### src/rtl/core/icmpv6er_pkg.sv
// constants, types and checksum helper shared by the icmpv6 echo responder
package icmpv6er_pkg;

  localparam int MAX_FRAME_BYTES = 4096;
  localparam int POS_W           = $clog2(MAX_FRAME_BYTES);
  localparam int POS_MAX         = MAX_FRAME_BYTES - 1;

  localparam int DELAY_DEPTH = 16;
  localparam int DLY_IDX_W   = $clog2(DELAY_DEPTH);

  localparam int MAC_LEN      = 6;
  localparam int IP_ADDR_LEN  = 16;
  localparam int HELD_IP_BASE = 2 * MAC_LEN;
  localparam int HELD_DEPTH   = HELD_IP_BASE + IP_ADDR_LEN;
  localparam int HELD_IDX_W   = $clog2(HELD_DEPTH);

  localparam int ETHTYPE_OFF   = 12;
  localparam int NXT_HDR_OFF   = 20;
  localparam int IP_SRC_OFF    = 22;
  localparam int IP_DST_OFF    = IP_SRC_OFF + IP_ADDR_LEN;
  localparam int ICMP_TYPE_OFF = 54;
  localparam int CSUM_LO_OFF   = 57;
  localparam int MIN_FRAME     = 62;

  localparam logic [15:0] ETHERTYPE_V6  = 16'h86DD;
  localparam logic [7:0]  NXT_HDR_ICMP  = 8'd58;
  localparam logic [7:0]  ICMP_ECHO_REQ = 8'd128;
  localparam logic [7:0]  ICMP_ECHO_REP = 8'd129;

  // old word 0x8000 -> new word 0x8100, one's complement adds
  localparam logic [17:0] CSUM_DELTA = 18'h07FFF + 18'h08100;

  typedef struct packed {
    logic [7:0] data;
    logic       last;
    logic       ok;
  } item_t;

  function automatic logic [15:0] csum_echo_fix(input logic [15:0] hc);
    logic [17:0] s0;
    logic [16:0] s1;
    logic [15:0] s2;
    s0 = {2'b00, ~hc} + CSUM_DELTA;
    s1 = {1'b0, s0[15:0]} + {15'd0, s0[17:16]};
    s2 = s1[15:0] + {15'd0, s1[16]};
    return ~s2;
  endfunction

endpackage

### src/rtl/core/icmpv6_echo_responder.sv
// top level of the icmpv6 echo request to reply rewriter
//
// channel  dir  tdata             tlast       tuser
// s_axis   in   [7:0] frame byte  final byte  -
// m_axis   out  [7:0] frame byte  final byte  [0] reply_ok
//
// one request per cycle while a frame streams and the skid stage is not full;
// bytes leave 16 requests later; a final byte drains 1 to 16 bytes, input held off
// output is a register plus skid stage, so input ready does not follow m_axis_tready
// async active-low reset clears position, drain and output valids, sets verdict ok
module icmpv6_echo_responder import icmpv6er_pkg::*; (
  input  logic       clk_i,
  input  logic       rst_ni,
  input  logic       s_axis_tvalid,
  output logic       s_axis_tready,
  input  logic [7:0] s_axis_tdata,   // [7:0] in_byte
  input  logic       s_axis_tlast,
  output logic       m_axis_tvalid,
  input  logic       m_axis_tready,
  output logic [7:0] m_axis_tdata,   // [7:0] out_byte
  output logic       m_axis_tlast,
  output logic       m_axis_tuser    // [0] reply_ok
);

  logic  itm_vld;
  logic  itm_rdy;
  item_t itm;
  item_t out_itm;

  icmpv6er_rewrite u_rewrite (
    .clk_i     (clk_i),
    .rst_ni    (rst_ni),
    .in_vld_i  (s_axis_tvalid),
    .in_rdy_o  (s_axis_tready),
    .in_byte_i (s_axis_tdata),
    .in_last_i (s_axis_tlast),
    .itm_vld_o (itm_vld),
    .itm_rdy_i (itm_rdy),
    .itm_o     (itm)
  );

  icmpv6er_skid u_skid (
    .clk_i     (clk_i),
    .rst_ni    (rst_ni),
    .in_vld_i  (itm_vld),
    .in_rdy_o  (itm_rdy),
    .in_itm_i  (itm),
    .out_vld_o (m_axis_tvalid),
    .out_rdy_i (m_axis_tready),
    .out_itm_o (out_itm)
  );

  assign m_axis_tdata = out_itm.data;
  assign m_axis_tlast = out_itm.last;
  assign m_axis_tuser = out_itm.ok;

endmodule

### src/rtl/core/icmpv6er_rewrite.sv
// delay line, held address fields, header checks and byte rewrite
module icmpv6er_rewrite import icmpv6er_pkg::*; (
  input  logic       clk_i,
  input  logic       rst_ni,
  input  logic       in_vld_i,
  output logic       in_rdy_o,
  input  logic [7:0] in_byte_i,
  input  logic       in_last_i,
  output logic       itm_vld_o,
  input  logic       itm_rdy_i,
  output item_t      itm_o
);

  logic [DELAY_DEPTH-1:0][7:0] dly_q, dly_d;
  logic [7:0]                  held_q [HELD_DEPTH];
  logic [POS_W-1:0]            pos_q, pos_d;
  logic [DLY_IDX_W-1:0]        idx_q, idx_d;
  logic                        ok_q, ok_d;
  logic                        flush_q, flush_d;

  logic                  accept;
  logic                  exact;
  logic [7:0]            stored;
  logic [15:0]           csum;
  logic [7:0]            rd_byte;
  logic [POS_W-1:0]      rd_pos;
  logic                  partner;
  logic                  use_held;
  logic [HELD_IDX_W-1:0] rd_idx;
  logic [7:0]            rw_byte;
  logic                  final_itm;

  assign in_rdy_o = !flush_q && itm_rdy_i;
  assign accept   = in_vld_i && in_rdy_o;
  assign exact    = pos_q < POS_W'(POS_MAX);
  assign csum     = csum_echo_fix({dly_q[0], in_byte_i});

  // byte leaving the line and its frame position
  assign rd_byte = flush_q ? dly_q[idx_q] : dly_q[DELAY_DEPTH-1];
  assign rd_pos  = flush_q ? pos_q - POS_W'(idx_q) : pos_q - POS_W'(DELAY_DEPTH);
  assign partner = !flush_q || (idx_q >= DLY_IDX_W'(MAC_LEN));

  always_comb begin
    rw_byte  = rd_byte;
    use_held = 1'b0;
    rd_idx   = '0;
    if (rd_pos < POS_W'(MAC_LEN)) begin
      use_held = partner;
      rd_idx   = HELD_IDX_W'(rd_pos + POS_W'(MAC_LEN));
    end else if (rd_pos < POS_W'(2 * MAC_LEN)) begin
      use_held = 1'b1;
      rd_idx   = HELD_IDX_W'(rd_pos - POS_W'(MAC_LEN));
    end else if (rd_pos >= POS_W'(IP_SRC_OFF) && rd_pos < POS_W'(IP_DST_OFF)) begin
      if (!flush_q) begin
        rw_byte = in_byte_i;
      end
    end else if (rd_pos >= POS_W'(IP_DST_OFF) &&
                 rd_pos < POS_W'(IP_DST_OFF + IP_ADDR_LEN)) begin
      use_held = 1'b1;
      rd_idx   = HELD_IDX_W'(rd_pos - POS_W'(IP_DST_OFF - HELD_IP_BASE));
    end
    if (use_held) begin
      rw_byte = held_q[rd_idx];
    end
    if (!exact) begin
      rw_byte = rd_byte;
    end
  end

  assign final_itm  = flush_q && (idx_q == '0);
  assign itm_vld_o  = flush_q || (in_vld_i && pos_q >= POS_W'(DELAY_DEPTH));
  assign itm_o.data = rw_byte;
  assign itm_o.last = final_itm;
  assign itm_o.ok   = final_itm && ok_q && (pos_q >= POS_W'(MIN_FRAME - 1));

  always_comb begin
    pos_d   = pos_q;
    idx_d   = idx_q;
    ok_d    = ok_q;
    flush_d = flush_q;
    dly_d   = dly_q;
    stored  = in_byte_i;
    if (accept) begin
      if (exact) begin
        if (pos_q == POS_W'(ETHTYPE_OFF) && in_byte_i != ETHERTYPE_V6[15:8]) begin
          ok_d = 1'b0;
        end
        if (pos_q == POS_W'(ETHTYPE_OFF + 1) && in_byte_i != ETHERTYPE_V6[7:0]) begin
          ok_d = 1'b0;
        end
        if (pos_q == POS_W'(NXT_HDR_OFF) && in_byte_i != NXT_HDR_ICMP) begin
          ok_d = 1'b0;
        end
        if (pos_q == POS_W'(ICMP_TYPE_OFF)) begin
          if (in_byte_i != ICMP_ECHO_REQ) begin
            ok_d = 1'b0;
          end else if (ok_q) begin
            stored = ICMP_ECHO_REP;
          end
        end
      end
      dly_d = {dly_q[DELAY_DEPTH-2:0], stored};
      if (exact && pos_q == POS_W'(CSUM_LO_OFF) && ok_d) begin
        dly_d[1] = csum[15:8];
        dly_d[0] = csum[7:0];
      end
      if (in_last_i) begin
        flush_d = 1'b1;
        idx_d   = (pos_q < POS_W'(DELAY_DEPTH - 1)) ? pos_q[DLY_IDX_W-1:0]
                                                     : DLY_IDX_W'(DELAY_DEPTH - 1);
      end else if (exact) begin
        pos_d = pos_q + POS_W'(1);
      end
    end else if (flush_q && itm_rdy_i) begin
      if (idx_q == '0) begin
        flush_d = 1'b0;
        pos_d   = '0;
        ok_d    = 1'b1;
      end else begin
        idx_d = idx_q - DLY_IDX_W'(1);
      end
    end
  end

  always_ff @(posedge clk_i or negedge rst_ni) begin
    if (!rst_ni) begin
      pos_q   <= '0;
      idx_q   <= '0;
      ok_q    <= 1'b1;
      flush_q <= 1'b0;
    end else begin
      pos_q   <= pos_d;
      idx_q   <= idx_d;
      ok_q    <= ok_d;
      flush_q <= flush_d;
    end
  end

  always_ff @(posedge clk_i) begin
    dly_q <= dly_d;
    if (accept && exact) begin
      if (pos_q < POS_W'(2 * MAC_LEN)) begin
        held_q[pos_q[HELD_IDX_W-1:0]] <= in_byte_i;
      end else if (pos_q >= POS_W'(IP_SRC_OFF) && pos_q < POS_W'(IP_DST_OFF)) begin
        held_q[HELD_IDX_W'(pos_q - POS_W'(IP_SRC_OFF - HELD_IP_BASE))] <= in_byte_i;
      end
    end
  end

endmodule

### src/rtl/core/icmpv6er_skid.sv
// output register with skid stage, registered ready toward the rewrite
module icmpv6er_skid import icmpv6er_pkg::*; (
  input  logic  clk_i,
  input  logic  rst_ni,
  input  logic  in_vld_i,
  output logic  in_rdy_o,
  input  item_t in_itm_i,
  output logic  out_vld_o,
  input  logic  out_rdy_i,
  output item_t out_itm_o
);

  logic  out_vld_q, out_vld_d;
  logic  skid_vld_q, skid_vld_d;
  item_t out_q, out_d;
  item_t skid_q, skid_d;
  logic  pop;
  logic  push;

  assign in_rdy_o  = !skid_vld_q;
  assign out_vld_o = out_vld_q;
  assign out_itm_o = out_q;
  assign pop       = out_vld_q && out_rdy_i;
  assign push      = in_vld_i && !skid_vld_q;

  always_comb begin
    out_vld_d  = out_vld_q;
    skid_vld_d = skid_vld_q;
    out_d      = out_q;
    skid_d     = skid_q;
    if (skid_vld_q) begin
      if (pop) begin
        out_d      = skid_q;
        skid_vld_d = 1'b0;
      end
    end else if (push) begin
      if (!out_vld_q || pop) begin
        out_d     = in_itm_i;
        out_vld_d = 1'b1;
      end else begin
        skid_d     = in_itm_i;
        skid_vld_d = 1'b1;
      end
    end else if (pop) begin
      out_vld_d = 1'b0;
    end
  end

  always_ff @(posedge clk_i or negedge rst_ni) begin
    if (!rst_ni) begin
      out_vld_q  <= 1'b0;
      skid_vld_q <= 1'b0;
    end else begin
      out_vld_q  <= out_vld_d;
      skid_vld_q <= skid_vld_d;
    end
  end

  always_ff @(posedge clk_i) begin
    out_q  <= out_d;
    skid_q <= skid_d;
  end

endmodule

### config.mk
export PLATFORM = sky130hd
export DESIGN_NAME = icmpv6_echo_responder
export DESIGN_NICKNAME = d
export VERILOG_FILES = /design/src/rtl/core/icmpv6er_pkg.sv /design/src/rtl/core/icmpv6_echo_responder.sv /design/src/rtl/core/icmpv6er_rewrite.sv /design/src/rtl/core/icmpv6er_skid.sv
export SDC_FILE = /design/constraint.sdc
export NUM_CORES = 1
export LEC_CHECK = 0
export ABC_CLOCK_PERIOD_IN_PS = 20600
export BUFFER_PORTS_ARGS = -buffer_cell sky130_fd_sc_hd__buf_2
export CAP_MARGIN = 20
export CORE_ASPECT_RATIO = 1.5
export CORE_MARGIN = 2
export CORE_UTILIZATION = 68
export DETAILED_ROUTE_END_ITERATION = 6
export HOLD_SLACK_MARGIN = 0.15
export PLACE_DENSITY = 0.84
export SYNTH_ARGS = -nofsm -noshare
export SYNTH_HDL_FRONTEND = slang
export SYNTH_SLANG_ARGS = --single-unit
### constraint.sdc
create_clock -name clk_i -period 20.6 [get_ports clk_i]
set_clock_uncertainty 0.2 [all_clocks]
set_input_delay 1.03 -clock clk_i [delete_from_list [all_inputs] [get_ports clk_i]]
set_output_delay 1.03 -clock clk_i [all_outputs]
set_load 0.02 [all_outputs]
==> out/metrics.yaml <==
global_route:
  grt_max_degree: 79
  grt_pass1_vias: 12100
  grtUsageTotal_pct: 35.1
  grt_pass1_wl_mm: 72.6
  antenna_found_initial: 1
  grt_remaining_overflow: 0
critical_path:
  cp_data_arrival_time_ps: 6390
  criticalPathCategory: "register to register"
  end_kind: "register"
  cp.required_ps: 20650
  critPathLaunchType: "register"
  crit_chain: "inv_1 > ha_1 > nand2_1 > or4b_2 > nand4_1 > nand4_1 > a31oi_4 > nand2_4 > a2111oi_0 > o31ai_1 > a21oi_1 > o31ai_1"
  critical_path.max_stage_delay_ps: 1020
  path_max_fanout: 28
  crit_slowest_cell: "a2111oi_0"
min_path:
  min_path_type: "input port to asynchronous set/reset pin"
logic_synthesis:
  synth_ff_type: "edfxtp_1"
  syn_inst: 1390
  seq_area_frac_synth_pct: 63.9
  synth-edff-count: 372
  synth_top_area_share_pct: 61.1
  synth_area_per_cell_um2: 13.1
  synth_seq_cells: 392
  yosys.area.top_type: "edfxtp_1"
  synth_area_um2: 18300
  synth_commonest_cells: "372 x edfxtp_1, 183 x nand2_1, 111 x nor2_1, 54 x o21ai_0, 49 x a21oi_1"
  syn_nets: 1432
  ys_warn_count: 0
  ys_async_sr_fraction_pct: 5.10
  synthDistinctLibCells: 85
  yosys-top-cells-area: "edfxtp_1 61%, mux4_2 4.9%, nand2_1 3.8%"
  synth.most_common_cell: "edfxtp_1"
power:
  total_power_w: 0.00348
  power_density_nw_per_um2: 176
  leakage_nw: 6.67
  ir_drop_mv: 0.156
clock_network:
  cts_tree: "done"
  cts_hold_buffers: 0
  clk-insertion-delay-late_ps: 550
  clockBufferDepth: 3
  cts_root_buf: "clkbuf_16"
  cts_max_level: 2
  path_clk_slew_ps: 70
  cts_sinks: 392
  cts_setup_buffers: 0
  cts_resized: 0
  cts_buffers: 36
drt:
  drt_wl_total_mm: 47.8
  via_count: 12300
  viasPerCell: 7.00
  ant_nets: 0
  drtIter0Drc: 1578
  drt-pass1-iter-count: 6
  wl_per_cell_um: 27.1
  drc: 0
floorplanning:
  rows: 73
  dieHeight_um: 205
  die_area_um2: 28200
  start_util_pct: 69.0
  ios: 25
  die_w_um: 138
  core-area_um2: 26500
cells_and_area:
  regArea_um2: 11700
  n_antenna_cell: 0
  fillers: 1665
  nets: 1443
  multi_input_area_um2: 6200
  drive_above_1_share_pct: 12.1
  syn_to_final_growth_pct: 8.23
sta:
  setup-violations-final: 0
  relSlewSlack_pct: 29.9
  slew_viol_final: 0
  max_freq_mhz: 158
  worstMarginPinSlew_ps: 1030
  finalCritPeriodShare_pct: 30.8
  fin_crit_ps: 6340
  finalSetupTns_ps: 0
  finalHoldViolCount: 0
  rsz0062_at_grt: "false"
place:
  post-dp-hpwl_mm: 31.6
  gp_congestion: 0.944
  portBuffers: 24
status:
  status: "finished clean"
run:
  drv_cap: 0
==> final cells by class <==
cell class | count | area share [%]
clock inverter | 18 | 0.696
multi-input combinational | 895 | 31.3
sequential | 392 | 59.0
tap | 337 | 2.13
inverter | 31 | 0.601
clock buffer | 44 | 4.81
timing repair buffer | 45 | 1.40
==> flip-flops by register name, summed over array words and instances (netlist names) <==
signal             count
u_skid.skid_vld_q      1
u_rewrite.held_q     224
u_skid.skid_q         10
u_rewrite.flush_q      1
u_rewrite.dly_q      128
u_skid.out_itm_o      10
u_rewrite.ok_q         1
u_rewrite.idx_q        4
u_rewrite.pos_q       12
u_skid.out_vld_o       1
==> critical path, delay by kind of cell, from the launching register on <==
kind | cells | cell delay [ps]
AOI/OAI and AO/OA | 5 | 2630
adders and majority gates | 1 | 390
DFF | 1 | 400
buffers and inverters | 1 | 550
and+or+nand+nor | 5 | 1870
==> worst paths after layout <==
path	to	cells after the start	slack (ps)	from
max reg2reg	u_skid.out_itm_o[8]	12	14260	u_rewrite.idx_q[3]
min reg2reg	u_rewrite.dly_q[51]	0	240	u_rewrite.dly_q[43]
min in group clk_i	u_rewrite.dly_q[51]	0	240	u_rewrite.dly_q[43]
max in group asynchronous	u_rewrite.idx_q[0]	1	19600	rst_ni
max	u_skid.out_itm_o[8]	12	14260	u_rewrite.idx_q[3]
min	u_rewrite.pos_q[6]	1	240	rst_ni
==> kinds of logic after synthesis <==
group,Yosys count,synth area share [%]
xor+xnor,51,2.44
fa+ha+maj,29,2.07
flops,392,63.9
buf+inv,103,2.34
compound gates,288,11.0
mux,74,6.85
simple gates,453,11.4
==> routing by layer <==
| metal | share of wire (%) | global-route usage (%) | up-vias |
|---|---|---|---|
| li1 | - | - | 5352 |
| met4 | 7.4 | 21.3 | 0 |
| met1 | 35 | 43.0 | 5987 |
| met5 | 0 | 0 | - |
| met2 | 50 | 58.5 | 792 |
| met3 | 7.5 | 5.30 | 203 |
==> power by group <==
group | switching [W] | internal (W) | total [W]
Combinational | 0.00118 | 0.000582 | 0.00177
Sequential | 0.0000757 | 0.000994 | 0.00107
Clock | 0.000287 | 0.000354 | 0.000641
==> layout by cell type, fill, tap and decap left out, types with 8 or more instances in the layout <==
master	count
edfxtp_1	372
nand2_1	183
nor2_1	111
o21ai_0	54
a21oi_1	48
mux4_2	40
xnor2_1	39
nand3_1	38
clkbuf_16	37
inv_1	29
a31oi_1	28
ha_1	27
mux2i_1	25
buf_2	24
buf_4	21
and3_1	20
dfrtp_1	18
o22ai_1	15
nor3_1	14
and2_1	12
o221ai_1	12
xor2_1	12
nor4_1	11
nand2b_1	11
a211oi_1	11
o211ai_1	10
clkinv_1	10
mux2_2	9
nand4_1	8
or2_2	8
a32oi_1	8
==> per-stage QoR <==
step	std cells	utilization, %	setup WS [ps]	hold slack, ps	cell area [um2]
floorplan	1390	-	13420	221	18300
global placement	1699	70.5	14330	223	18700
detailed placement	1699	70.5	14130	232	18700
CTS	1761	74.7	14420	245	19800
global route	1762	74.7	13980	252	19800
finish	1762	74.7	14260	237	19800
No activity file was read; power rests on OpenSTA's default activity.
